File: src/rtl/frs_pkg.sv
// ----------------------------------------------------------------------------
// frs_pkg
// Shared constants, types and the CRC-16 byte step for the frame receiver.
// ----------------------------------------------------------------------------
package frs_pkg;

    localparam int MAX_PAYLOAD = 32;
    localparam int STORE_DEPTH = 39;
    localparam int HDR_BYTES   = 5;
    localparam int OVERHEAD    = 7;
    localparam int RES_DEPTH   = 32;
    localparam int STORE_AW    = 6;
    localparam int RES_AW      = 5;
    localparam int LIM_CAP     = (MAX_PAYLOAD < STORE_DEPTH - OVERHEAD) ?
                                 MAX_PAYLOAD : STORE_DEPTH - OVERHEAD;

    localparam logic [15:0] CRC_INIT = 16'hFFFF;
    localparam logic [15:0] CRC_POLY = 16'h1021;
    localparam logic [15:0] CRC_MSB  = 16'h8000;

    // configuration register indexes
    localparam logic REG_START_BYTE    = 1'b0;
    localparam logic REG_PAYLOAD_LIMIT = 1'b1;

    // one buffered payload result
    typedef struct packed {
        logic [7:0] frame_version;
        logic [7:0] frame_type;
        logic [5:0] frame_length;
        logic [4:0] byte_index;
        logic [7:0] payload_byte;
        logic       payload_valid;
    } res_entry_t;

    // frame store access, logical indexes from the front
    typedef struct packed {
        logic                wr_en;
        logic [STORE_AW-1:0] wr_idx;
        logic [7:0]          wr_data;
        logic [STORE_AW-1:0] rd_idx;
        logic                drop_en;
        logic [STORE_AW-1:0] drop_cnt;
    } store_req_t;

    // one byte of CRC-16, MSB first
    function automatic logic [15:0] crc_byte(input logic [15:0] crc_in,
                                             input logic [7:0] data);
        logic [15:0] c;
        c = crc_in ^ {data, 8'h00};
        for (int b = 0; b < 8; b++)
        begin
            if ((c & CRC_MSB) != 16'h0000)
                c = {c[14:0], 1'b0} ^ CRC_POLY;
            else
                c = {c[14:0], 1'b0};
        end
        return c;
    endfunction

endpackage

File: src/rtl/frs_if.sv
// ----------------------------------------------------------------------------
// frs_byte_if / frs_result_if
// Valid/ready channels for received bytes and for result beats.
// ----------------------------------------------------------------------------
interface frs_byte_if;
    logic       valid;
    logic       ready;
    logic [7:0] rx_byte;

    modport source (output valid, output rx_byte, input ready);
    modport sink   (input valid, input rx_byte, output ready);
endinterface

interface frs_result_if;
    logic        valid;
    logic        ready;
    logic        kind;
    logic [7:0]  frame_version;
    logic [7:0]  frame_type;
    logic [5:0]  frame_length;
    logic [4:0]  byte_index;
    logic [7:0]  payload_byte;
    logic        payload_valid;
    logic        final_res;
    logic [31:0] resync_total;
    logic [31:0] good_total;
    logic [31:0] bad_total;

    modport source (output valid, output kind, output frame_version, output frame_type,
                    output frame_length, output byte_index, output payload_byte,
                    output payload_valid, output final_res, output resync_total,
                    output good_total, output bad_total, input ready);
    modport sink   (input valid, input kind, input frame_version, input frame_type,
                    input frame_length, input byte_index, input payload_byte,
                    input payload_valid, input final_res, input resync_total,
                    input good_total, input bad_total, output ready);
endinterface

File: src/rtl/frs_store.sv
// ----------------------------------------------------------------------------
// frs_store
// Circular frame store: logical index from a head pointer, one write and one
// registered read per cycle, front drop by moving the head.
// ----------------------------------------------------------------------------
module frs_store
(
    input  logic                          clk,
    input  logic                          rst_n,
    input  frs_pkg::store_req_t           req,
    output logic [7:0]                    rd_data
);

    logic [7:0]                    mem [frs_pkg::STORE_DEPTH];
    logic [frs_pkg::STORE_AW-1:0]  head_reg;
    logic [frs_pkg::STORE_AW-1:0]  head_next;
    logic [7:0]                    rd_data_reg;

    // logical to physical, sum stays below twice the depth
    function automatic logic [frs_pkg::STORE_AW-1:0] phys(
        input logic [frs_pkg::STORE_AW-1:0] head,
        input logic [frs_pkg::STORE_AW-1:0] idx);
        logic [frs_pkg::STORE_AW:0] s;
        s = {1'b0, head} + {1'b0, idx};
        if (s >= (frs_pkg::STORE_AW+1)'(frs_pkg::STORE_DEPTH))
            s = s - (frs_pkg::STORE_AW+1)'(frs_pkg::STORE_DEPTH);
        return s[frs_pkg::STORE_AW-1:0];
    endfunction

    assign head_next = req.drop_en ? phys(head_reg, req.drop_cnt) : head_reg;

    always_ff @(posedge clk or negedge rst_n)
    begin
        if (!rst_n)
            head_reg <= '0;
        else
            head_reg <= head_next;
    end

    // storage
    always_ff @(posedge clk)
    begin
        if (req.wr_en)
            mem[phys(head_reg, req.wr_idx)] <= req.wr_data;
        rd_data_reg <= mem[phys(head_reg, req.rd_idx)];
    end

    assign rd_data = rd_data_reg;

endmodule

File: src/rtl/frs_resbuf.sv
// ----------------------------------------------------------------------------
// frs_resbuf
// Holds the payload results of one input until the counters are final.
// ----------------------------------------------------------------------------
module frs_resbuf
(
    input  logic                        clk,
    input  logic                        wr_en,
    input  logic [frs_pkg::RES_AW-1:0]  wr_addr,
    input  frs_pkg::res_entry_t         wr_data,
    input  logic [frs_pkg::RES_AW-1:0]  rd_addr,
    output frs_pkg::res_entry_t         rd_data
);

    frs_pkg::res_entry_t mem [frs_pkg::RES_DEPTH];
    frs_pkg::res_entry_t rd_data_reg;

    always_ff @(posedge clk)
    begin
        if (wr_en)
            mem[wr_addr] <= wr_data;
        rd_data_reg <= mem[rd_addr];
    end

    assign rd_data = rd_data_reg;

endmodule

File: src/rtl/crc_frame_receiver_resync_unit.sv
// ----------------------------------------------------------------------------
// crc_frame_receiver_resync_unit
// Byte-serial deframer: start byte, header, length, payload, CRC-16 check,
// resync on leading junk, result beats after the counters settle.
// ----------------------------------------------------------------------------
//  channel  dir  beat
//  rx       in   one received byte
//  result   out  payload byte of a good frame, or the closing status beat
//  cfg_*    in   register write (0 start byte, 1 payload limit)
//
//  One byte at a time: rx.ready is high only while idle.
//  Each scan step reads the store once per cycle through one registered port;
//  a resync drop, a rejected length, a CRC check and the payload copy of a
//  good frame all go through it. Results then leave one beat at a time,
//  payload beats first and the status beat last, each held by result stalls.
//  Reset clears counters, fill and sequencer; store contents are not cleared.
// ----------------------------------------------------------------------------
module crc_frame_receiver_resync_unit
(
    input  logic        clk,
    input  logic        rst_n,
    frs_byte_if.sink    rx,
    frs_result_if.source result,
    input  logic        cfg_we,
    input  logic        cfg_idx,
    input  logic [7:0]  cfg_data
);

    localparam logic [3:0] ST_IDLE = 4'd0;
    localparam logic [3:0] ST_SCAN = 4'd1;
    localparam logic [3:0] ST_CHK0 = 4'd2;
    localparam logic [3:0] ST_HDR3 = 4'd3;
    localparam logic [3:0] ST_HDR4 = 4'd4;
    localparam logic [3:0] ST_CRC  = 4'd5;
    localparam logic [3:0] ST_CKL  = 4'd6;
    localparam logic [3:0] ST_CKH  = 4'd7;
    localparam logic [3:0] ST_PAY  = 4'd8;
    localparam logic [3:0] ST_EMRD = 4'd9;
    localparam logic [3:0] ST_EMLD = 4'd10;
    localparam logic [3:0] ST_EMWT = 4'd11;

    localparam int AW = frs_pkg::STORE_AW;

    logic [3:0]   state_reg, state_next;
    logic [7:0]   start_reg, start_next;
    logic [5:0]   limit_reg, limit_next;
    logic [AW-1:0] fill_reg, fill_next;
    logic [31:0]  resync_reg, resync_next;
    logic [31:0]  good_reg, good_next;
    logic [31:0]  bad_reg, bad_next;
    logic [5:0]   n_reg, n_next;
    logic [AW-1:0] j_reg, j_next;
    logic [5:0]   k_reg, k_next;
    logic [5:0]   len_reg, len_next;
    logic [7:0]   lo_reg, lo_next;
    logic [7:0]   ver_reg, ver_next;
    logic [7:0]   typ_reg, typ_next;
    logic [7:0]   want_lo_reg, want_lo_next;
    logic [15:0]  crc_reg, crc_next;

    logic                 ov_reg, ov_next;
    logic                 ok_reg, ok_next;
    frs_pkg::res_entry_t  oe_reg, oe_next;
    logic                 of_reg, of_next;

    frs_pkg::store_req_t  sreq;
    logic [7:0]           sdata;
    logic                 rb_we;
    frs_pkg::res_entry_t  rb_wdata;
    frs_pkg::res_entry_t  rb_rdata;

    logic [5:0]    lim;
    logic [AW-1:0] total;
    logic [AW-1:0] last_j;

    assign lim    = (limit_reg > 6'(frs_pkg::LIM_CAP)) ? 6'(frs_pkg::LIM_CAP) : limit_reg;
    assign total  = AW'(len_reg) + AW'(frs_pkg::OVERHEAD);
    assign last_j = AW'(len_reg) + AW'(frs_pkg::HDR_BYTES - 1);

    frs_store u_store
    (
        .clk     (clk),
        .rst_n   (rst_n),
        .req     (sreq),
        .rd_data (sdata)
    );

    frs_resbuf u_resbuf
    (
        .clk     (clk),
        .wr_en   (rb_we),
        .wr_addr (n_reg[frs_pkg::RES_AW-1:0]),
        .wr_data (rb_wdata),
        .rd_addr (k_reg[frs_pkg::RES_AW-1:0]),
        .rd_data (rb_rdata)
    );

    // configuration
    always_comb
    begin
        start_next = start_reg;
        limit_next = limit_reg;
        if (cfg_we)
        begin
            unique case (cfg_idx)
                frs_pkg::REG_START_BYTE:    start_next = cfg_data;
                frs_pkg::REG_PAYLOAD_LIMIT: limit_next = cfg_data[5:0];
                default:                    start_next = start_reg;
            endcase
        end
    end

    // sequencer
    always_comb
    begin
        state_next   = state_reg;
        fill_next    = fill_reg;
        resync_next  = resync_reg;
        good_next    = good_reg;
        bad_next     = bad_reg;
        n_next       = n_reg;
        j_next       = j_reg;
        k_next       = k_reg;
        len_next     = len_reg;
        lo_next      = lo_reg;
        ver_next     = ver_reg;
        typ_next     = typ_reg;
        want_lo_next = want_lo_reg;
        crc_next     = crc_reg;
        ov_next      = ov_reg;
        ok_next      = ok_reg;
        oe_next      = oe_reg;
        of_next      = of_reg;

        sreq          = '0;
        sreq.wr_data  = rx.rx_byte;
        rb_we         = 1'b0;
        rb_wdata      = '0;
        rb_wdata.frame_version = ver_reg;
        rb_wdata.frame_type    = typ_reg;
        rb_wdata.frame_length  = len_reg;
        rb_wdata.byte_index    = 5'(j_reg - AW'(frs_pkg::HDR_BYTES));
        rb_wdata.payload_byte  = sdata;
        rb_wdata.payload_valid = 1'b1;

        unique case (state_reg)
            ST_IDLE:
            begin
                if (rx.valid)
                begin
                    sreq.wr_en  = 1'b1;
                    sreq.wr_idx = (fill_reg >= AW'(frs_pkg::STORE_DEPTH)) ? '0 : fill_reg;
                    fill_next   = sreq.wr_idx + AW'(1);
                    n_next      = '0;
                    state_next  = ST_SCAN;
                end
            end
            ST_SCAN:
            begin
                sreq.rd_idx = '0;
                state_next  = (fill_reg == '0) ? ST_EMRD : ST_CHK0;
                k_next      = '0;
            end
            ST_CHK0:
            begin
                sreq.rd_idx = AW'(3);
                if (sdata != start_reg)
                begin
                    resync_next   = resync_reg + 32'd1;
                    sreq.drop_en  = 1'b1;
                    sreq.drop_cnt = AW'(1);
                    fill_next     = fill_reg - AW'(1);
                    state_next    = ST_SCAN;
                end
                else if (fill_reg < AW'(frs_pkg::HDR_BYTES))
                    state_next = ST_EMRD;
                else
                    state_next = ST_HDR3;
            end
            ST_HDR3:
            begin
                sreq.rd_idx = AW'(4);
                lo_next     = sdata;
                state_next  = ST_HDR4;
            end
            ST_HDR4:
            begin
                sreq.rd_idx = AW'(1);
                if (sdata != 8'h00 || lo_reg > {2'b00, lim})
                begin
                    bad_next      = bad_reg + 32'd1;
                    sreq.drop_en  = 1'b1;
                    sreq.drop_cnt = AW'(1);
                    fill_next     = fill_reg - AW'(1);
                    state_next    = ST_SCAN;
                end
                else
                begin
                    len_next = lo_reg[5:0];
                    if (fill_reg < AW'(lo_reg[5:0]) + AW'(frs_pkg::OVERHEAD))
                        state_next = ST_EMRD;
                    else
                    begin
                        crc_next   = frs_pkg::CRC_INIT;
                        j_next     = AW'(1);
                        state_next = ST_CRC;
                    end
                end
            end
            ST_CRC:
            begin
                sreq.rd_idx = j_reg + AW'(1);
                crc_next    = frs_pkg::crc_byte(crc_reg, sdata);
                if (j_reg == AW'(1))
                    ver_next = sdata;
                if (j_reg == AW'(2))
                    typ_next = sdata;
                j_next = j_reg + AW'(1);
                if (j_reg == last_j)
                    state_next = ST_CKL;
            end
            ST_CKL:
            begin
                sreq.rd_idx  = total - AW'(1);
                want_lo_next = sdata;
                state_next   = ST_CKH;
            end
            ST_CKH:
            begin
                sreq.rd_idx = AW'(frs_pkg::HDR_BYTES);
                j_next      = AW'(frs_pkg::HDR_BYTES);
                if ({sdata, want_lo_reg} == crc_reg)
                begin
                    good_next = good_reg + 32'd1;
                    if (len_reg == '0)
                    begin
                        if (n_reg < 6'(frs_pkg::RES_DEPTH))
                        begin
                            rb_we                  = 1'b1;
                            rb_wdata.byte_index    = '0;
                            rb_wdata.payload_byte  = '0;
                            rb_wdata.payload_valid = 1'b0;
                            n_next                 = n_reg + 6'd1;
                        end
                        sreq.drop_en  = 1'b1;
                        sreq.drop_cnt = total;
                        fill_next     = fill_reg - total;
                        state_next    = ST_SCAN;
                    end
                    else
                        state_next = ST_PAY;
                end
                else
                begin
                    bad_next      = bad_reg + 32'd1;
                    sreq.drop_en  = 1'b1;
                    sreq.drop_cnt = AW'(1);
                    fill_next     = fill_reg - AW'(1);
                    state_next    = ST_SCAN;
                end
            end
            ST_PAY:
            begin
                sreq.rd_idx = j_reg + AW'(1);
                if (n_reg < 6'(frs_pkg::RES_DEPTH))
                begin
                    rb_we  = 1'b1;
                    n_next = n_reg + 6'd1;
                end
                j_next = j_reg + AW'(1);
                if (j_reg == last_j)
                begin
                    sreq.drop_en  = 1'b1;
                    sreq.drop_cnt = total;
                    fill_next     = fill_reg - total;
                    state_next    = ST_SCAN;
                end
            end
            ST_EMRD:
            begin
                if (k_reg == n_reg)
                begin
                    ov_next    = 1'b1;
                    ok_next    = 1'b1;
                    oe_next    = '0;
                    of_next    = 1'b1;
                    state_next = ST_EMWT;
                end
                else
                    state_next = ST_EMLD;
            end
            ST_EMLD:
            begin
                ov_next    = 1'b1;
                ok_next    = 1'b0;
                oe_next    = rb_rdata;
                of_next    = 1'b0;
                state_next = ST_EMWT;
            end
            ST_EMWT:
            begin
                if (result.ready)
                begin
                    ov_next = 1'b0;
                    if (of_reg)
                        state_next = ST_IDLE;
                    else
                    begin
                        k_next     = k_reg + 6'd1;
                        state_next = ST_EMRD;
                    end
                end
            end
            default:
            begin
                state_next = ST_IDLE;
            end
        endcase
    end

    always_ff @(posedge clk or negedge rst_n)
    begin
        if (!rst_n)
        begin
            state_reg  <= ST_IDLE;
            start_reg  <= 8'hAA;
            limit_reg  <= 6'd32;
            fill_reg   <= '0;
            resync_reg <= '0;
            good_reg   <= '0;
            bad_reg    <= '0;
            n_reg      <= '0;
            k_reg      <= '0;
            ov_reg     <= 1'b0;
        end
        else
        begin
            state_reg  <= state_next;
            start_reg  <= start_next;
            limit_reg  <= limit_next;
            fill_reg   <= fill_next;
            resync_reg <= resync_next;
            good_reg   <= good_next;
            bad_reg    <= bad_next;
            n_reg      <= n_next;
            k_reg      <= k_next;
            ov_reg     <= ov_next;
        end
    end

    // datapath registers
    always_ff @(posedge clk)
    begin
        j_reg       <= j_next;
        len_reg     <= len_next;
        lo_reg      <= lo_next;
        ver_reg     <= ver_next;
        typ_reg     <= typ_next;
        want_lo_reg <= want_lo_next;
        crc_reg     <= crc_next;
        ok_reg      <= ok_next;
        oe_reg      <= oe_next;
        of_reg      <= of_next;
    end

    // ports
    assign rx.ready             = (state_reg == ST_IDLE);
    assign result.valid         = ov_reg;
    assign result.kind          = ok_reg;
    assign result.frame_version = oe_reg.frame_version;
    assign result.frame_type    = oe_reg.frame_type;
    assign result.frame_length  = oe_reg.frame_length;
    assign result.byte_index    = oe_reg.byte_index;
    assign result.payload_byte  = oe_reg.payload_byte;
    assign result.payload_valid = oe_reg.payload_valid;
    assign result.final_res     = of_reg;
    assign result.resync_total  = resync_reg;
    assign result.good_total    = good_reg;
    assign result.bad_total     = bad_reg;

    // checks
    a_ready_no_out: assert property (@(posedge clk) disable iff (!rst_n)
        rx.ready |-> !result.valid) else $error("input ready while result pending");
    a_n_bound: assert property (@(posedge clk) disable iff (!rst_n)
        n_reg <= 6'(frs_pkg::RES_DEPTH)) else $error("result count overflow");
    a_fill_bound: assert property (@(posedge clk) disable iff (!rst_n)
        fill_reg <= AW'(frs_pkg::STORE_DEPTH)) else $error("fill beyond store");
    a_status_idle: assert property (@(posedge clk) disable iff (!rst_n)
        result.valid && result.ready && result.final_res |=> rx.ready)
        else $error("not idle after status beat");

endmodule
File: src/flat_wrapper.sv
// flat-port wrapper written by rule: the top's interface ports become plain ports
module crc_frame_receiver_resync_unit_flat 
  (clk, rst_n, cfg_we, cfg_idx, cfg_data, rx_valid, rx_rx_byte, rx_ready, result_valid, result_kind, result_frame_version, result_frame_type, result_frame_length, result_byte_index, result_payload_byte, result_payload_valid, result_final_res, result_resync_total, result_good_total, result_bad_total, result_ready);
  frs_byte_if rx_i ();
  frs_result_if result_i ();
  input  logic clk;
  input  logic rst_n;
  input  logic cfg_we;
  input  logic cfg_idx;
  input  logic [7:0] cfg_data;
  input wire logic [$bits(rx_i.valid)-1:0] rx_valid;
  input wire logic [$bits(rx_i.rx_byte)-1:0] rx_rx_byte;
  output wire logic [$bits(rx_i.ready)-1:0] rx_ready;
  output wire logic [$bits(result_i.valid)-1:0] result_valid;
  output wire logic [$bits(result_i.kind)-1:0] result_kind;
  output wire logic [$bits(result_i.frame_version)-1:0] result_frame_version;
  output wire logic [$bits(result_i.frame_type)-1:0] result_frame_type;
  output wire logic [$bits(result_i.frame_length)-1:0] result_frame_length;
  output wire logic [$bits(result_i.byte_index)-1:0] result_byte_index;
  output wire logic [$bits(result_i.payload_byte)-1:0] result_payload_byte;
  output wire logic [$bits(result_i.payload_valid)-1:0] result_payload_valid;
  output wire logic [$bits(result_i.final_res)-1:0] result_final_res;
  output wire logic [$bits(result_i.resync_total)-1:0] result_resync_total;
  output wire logic [$bits(result_i.good_total)-1:0] result_good_total;
  output wire logic [$bits(result_i.bad_total)-1:0] result_bad_total;
  input wire logic [$bits(result_i.ready)-1:0] result_ready;
  assign rx_i.valid = rx_valid;
  assign rx_i.rx_byte = rx_rx_byte;
  assign rx_ready = rx_i.ready;
  assign result_valid = result_i.valid;
  assign result_kind = result_i.kind;
  assign result_frame_version = result_i.frame_version;
  assign result_frame_type = result_i.frame_type;
  assign result_frame_length = result_i.frame_length;
  assign result_byte_index = result_i.byte_index;
  assign result_payload_byte = result_i.payload_byte;
  assign result_payload_valid = result_i.payload_valid;
  assign result_final_res = result_i.final_res;
  assign result_resync_total = result_i.resync_total;
  assign result_good_total = result_i.good_total;
  assign result_bad_total = result_i.bad_total;
  assign result_i.ready = result_ready;
  crc_frame_receiver_resync_unit u_core (.clk(clk), .rst_n(rst_n), .rx(rx_i), .result(result_i), .cfg_we(cfg_we), .cfg_idx(cfg_idx), .cfg_data(cfg_data));
endmodule
File: config.mk
export PLATFORM = sky130hd
export DESIGN_NAME = crc_frame_receiver_resync_unit_flat
export DESIGN_NICKNAME = d
export VERILOG_FILES = /design/src/rtl/frs_pkg.sv /design/src/rtl/frs_if.sv /design/src/rtl/frs_store.sv /design/src/rtl/frs_resbuf.sv /design/src/rtl/crc_frame_receiver_resync_unit.sv /design/src/flat_wrapper.sv
export SDC_FILE = /design/constraint.sdc
export NUM_CORES = 2
export LEC_CHECK = 0
export BUFFER_PORTS_ARGS = -buffer_cell sky130_fd_sc_hd__buf_4
export CAP_MARGIN = 10
export CORE_ASPECT_RATIO = 0.8
export CORE_MARGIN = 2
export CORE_UTILIZATION = 40
export DETAILED_ROUTE_END_ITERATION = 7
export PLACE_DENSITY = 0.62
export SLEW_MARGIN = 30
export SYNTH_ARGS = -nofsm -noshare
export SYNTH_HDL_FRONTEND = slang
export SYNTH_SLANG_ARGS = --single-unit
File: constraint.sdc
create_clock -name clk -period 6.85 [get_ports clk]
set_clock_uncertainty 0.15 [all_clocks]
set_input_delay 0.3425 -clock clk [delete_from_list [all_inputs] [get_ports clk]]
set_output_delay 0.3425 -clock clk [all_outputs]
set_load 0.02 [all_outputs]
==> impl_metrics.toml <==
[detailed_routing]
drc_errors = 0
avgRoutedWirePerCell_um = 27.05
drt-total-wl_um = 175300
first_pass_iters = 6
dr.first_iter.drc_count = 4143
postRouteAntennaNets = 0
viasPerCell = 5.649
vias = 36600

[logic_synthesis]
ys_ff_latch = 1744
synth_top_area_frac = 0.6650
syn-num-nets = 3786
yosys_warnings = 0
ys_types = 89
synthTopCellsByArea = "edfxtp_1 66%, mux4_2 12%, dfrtp_1 4.8%"
ys.flop_type = "edfxtp_1"
netlist_instances = 3702
ys_seq_area_frac = 0.7269
synth_top_cell_by_area = "edfxtp_1"
synth_edf_count = 1561
synth_area_um2 = 70490
yosys.cell_count.top_type = "edfxtp_1"
ys_async_sr_fraction = 0.07970
synth_common_cells = "1,561 x edfxtp_1, 376 x mux4_2, 181 x nor2_1"
avgSynthCellArea_um2 = 19.04

[floorplan]
fp.coreArea_um2 = 174700
die-width_um = 473.4
die_h_um = 379.5
start_util = 0.4036
rows = 137
die_area_um2 = 179600
io-pin-count = 158

[power_and_ir_drop]
total_power_mw = 28.53
clock_power_share = 0.336
power_switching_mw = 8.413
power_frac_seq = 0.438
power_density_nw_per_um2 = 349.4
max-vdd-ir-drop_mv = 0.3073
intPower_mw = 20.12
combPwrFrac = 0.226
power_leakage_nw = 27.01
switching_share = 0.2949

[placement]
dpl_cell_area_um2 = 75400
pre_cts_ws_ns = 0.7462
dp.cells = 6112
dpl.hpwl_um = 103100
portBuffers = 157
gp_congestion = 0.8467

[global_routing]
grt_pass1_vias = 36390
grt_pass1_wl_um = 255200
grt_use_total = 0.1945
grt_max_degree = 132
grt_antenna_before_repair = 4
grt_overflow = 0

[cells_and_area]
largest_register_ffs = 1152
multi_input_area_um2 = 18770
layout-drive-gt1-share = 0.2663
area_growth_pct = 15.85
ff_latch_area_um2 = 51260
fillers = 14450
final_nets = 4118
instances_no_fill = 6480
fin_util = 0.4675
final_cell_area_um2 = 81670

[sta]
rsz0062_at_grt = "no"
finalCritPeriodShare = 0.8919
worstMarginPinSlew_ns = 1.037
fmax_mhz = 163.7
finalHoldViolations = 0
fin_crit_ns = 6.110
setup_tns_ns = 0
hold_ws_ns = 0.04872
fin_ws_ns = 0.7405
maxSlewHeadroom = 0.3085
slew_violations = 0
setup_viol = 0

[clocking]
htree_levels = 4
clkTransAtPathRegs_ns = 0.07
numClockSinks = 1744
post_cts.repair.setup_buffers = 0
clk_latency_ns = 0.81
cts-resized-gates = 0
cts_buffers = 175
cts_tree = "done"
clockBufferDepth = 3
cts_root_buffer = "clkbuf_16"

[setup_path]
cp-start-kind = "flip-flop"
crit_type = "flip-flop to flip-flop"
worst_setup_path_end_kind = "flip-flop"
path_max_fanout = 21
cp_top_family = "simple AND/OR/NAND/NOR gates"
crit_buf_inv = 3
path_cells = "nor2_1 > and3_1 > buf_4 > and3_1 > ha_1 > inv_1 > fa_1 > inv_1 > ha_1 > nand2_1 > nand2b_1 > or3_1 > a21oi_1 > nor2b_1 > a32oi_1 > nor2_1"
crit_slowest_cell = "nor2_1"
crit_arrival_ns = 6.39
cp.required_ns = 7.13
max_stage_delay_ns = 0.72

[job]
drv_cap = 0

[status]
outcome = "finished clean"

[hold_path]
min_path_type = "input pin to asynchronous set/reset pin"
==> layout make-up <==
type	instances	area share
Multi-Input combinational cell	1739	0.2298
Clock inverter	88	0.01115
Inverter	54	0.002482
Tap cell	2293	0.03513
Clock buffer	238	0.05989
Timing Repair Buffer	320	0.03375
Antenna cell	4	0.0001226
Sequential cell	1744	0.6277
==> metal layers <==
| metal | part of all wire | track usage | vias up |
|---|---|---|---|
| met3 | 0.068 | 0.03176 | 236 |
| met5 | 0 | 0 | - |
| met1 | 0.45 | 0.2949 | 19430 |
| met2 | 0.46 | 0.2920 | 1363 |
| li1 | - | - | 15580 |
| met4 | 0.021 | 0.05015 | 0 |
==> what timing repair did <==
action,CTS,global route
hold buffers,27,0
setup endpoints to repair,0,0
endpoints found under the hold margin,431,0
==> placed cells by master (no fill, tap or decap), types with 20 or more instances in the layout <==
master and count:
a211oi_1 22, a21oi_1 31, a31oi_1 20, and3_1 62
buf_4 260, clkbuf_1 40, clkbuf_16 179, clkbuf_8 20
clkinv_1 22, clkinv_2 32, dfrtp_1 129, dfxtp_1 44
dlygate4sd3_1 27, edfxtp_1 1561, ha_1 57, inv_1 54
mux2_2 86, mux2i_1 132, mux4_2 376, nand2_1 142
nand3_1 57, nand4_1 31, nor2_1 143, nor2_4 38
nor3_1 29, o21ai_0 49, xnor2_1 132, xor2_1 71
==> cells by family (layout without fill, tap and decap cells) <==
family	Yosys count	count (layout)	synth area share
AO/OA/AOI/OAI	275	275	0.02852
flip-flops	1744	1744	0.7269
multiplexers	595	595	0.1528
XOR/XNOR	204	204	0.02545
adder cells (fa/ha/maj)	63	63	0.01157
AND/OR/NAND/NOR	602	602	0.04201
buffers and inverters	219	700	0.01278
other	0	4	0
==> power groups by stage <==
stage / Sequential [mW] / Clock, mW / Combinational (mW)
after floorplan: 12.5 / 0 / 4.43
after global placement: 12.7 / 0 / 6.22
after detailed placement: 12.7 / 0 / 6.32
after CTS: 12.5 / 9.78 / 6.37
after global routing: 12.5 / 10.2 / 6.87
final: 12.5 / 9.59 / 6.45
==> worst paths after layout <==
check	slack [ns]	start	endpoint	depth (start not counted)
worst max-delay path	0.74	u_core.state_reg[1]	u_core.u_store.mem[25][4]	16
worst min-delay path	0.05	rst_n	u_core.result.resync_total[27]	2
worst max register to register	0.74	u_core.state_reg[1]	u_core.u_store.mem[25][4]	16
worst min register to register	0.32	u_core.result.good_total[31]	u_core.result.good_total[31]	1
max in group asynchronous	5.24	rst_n	u_core.k_reg[3]	3
min in group clk	0.25	cfg_data[2]	u_core.start_reg[2]	3
Note: power is estimated with default switching activity, not from simulation.
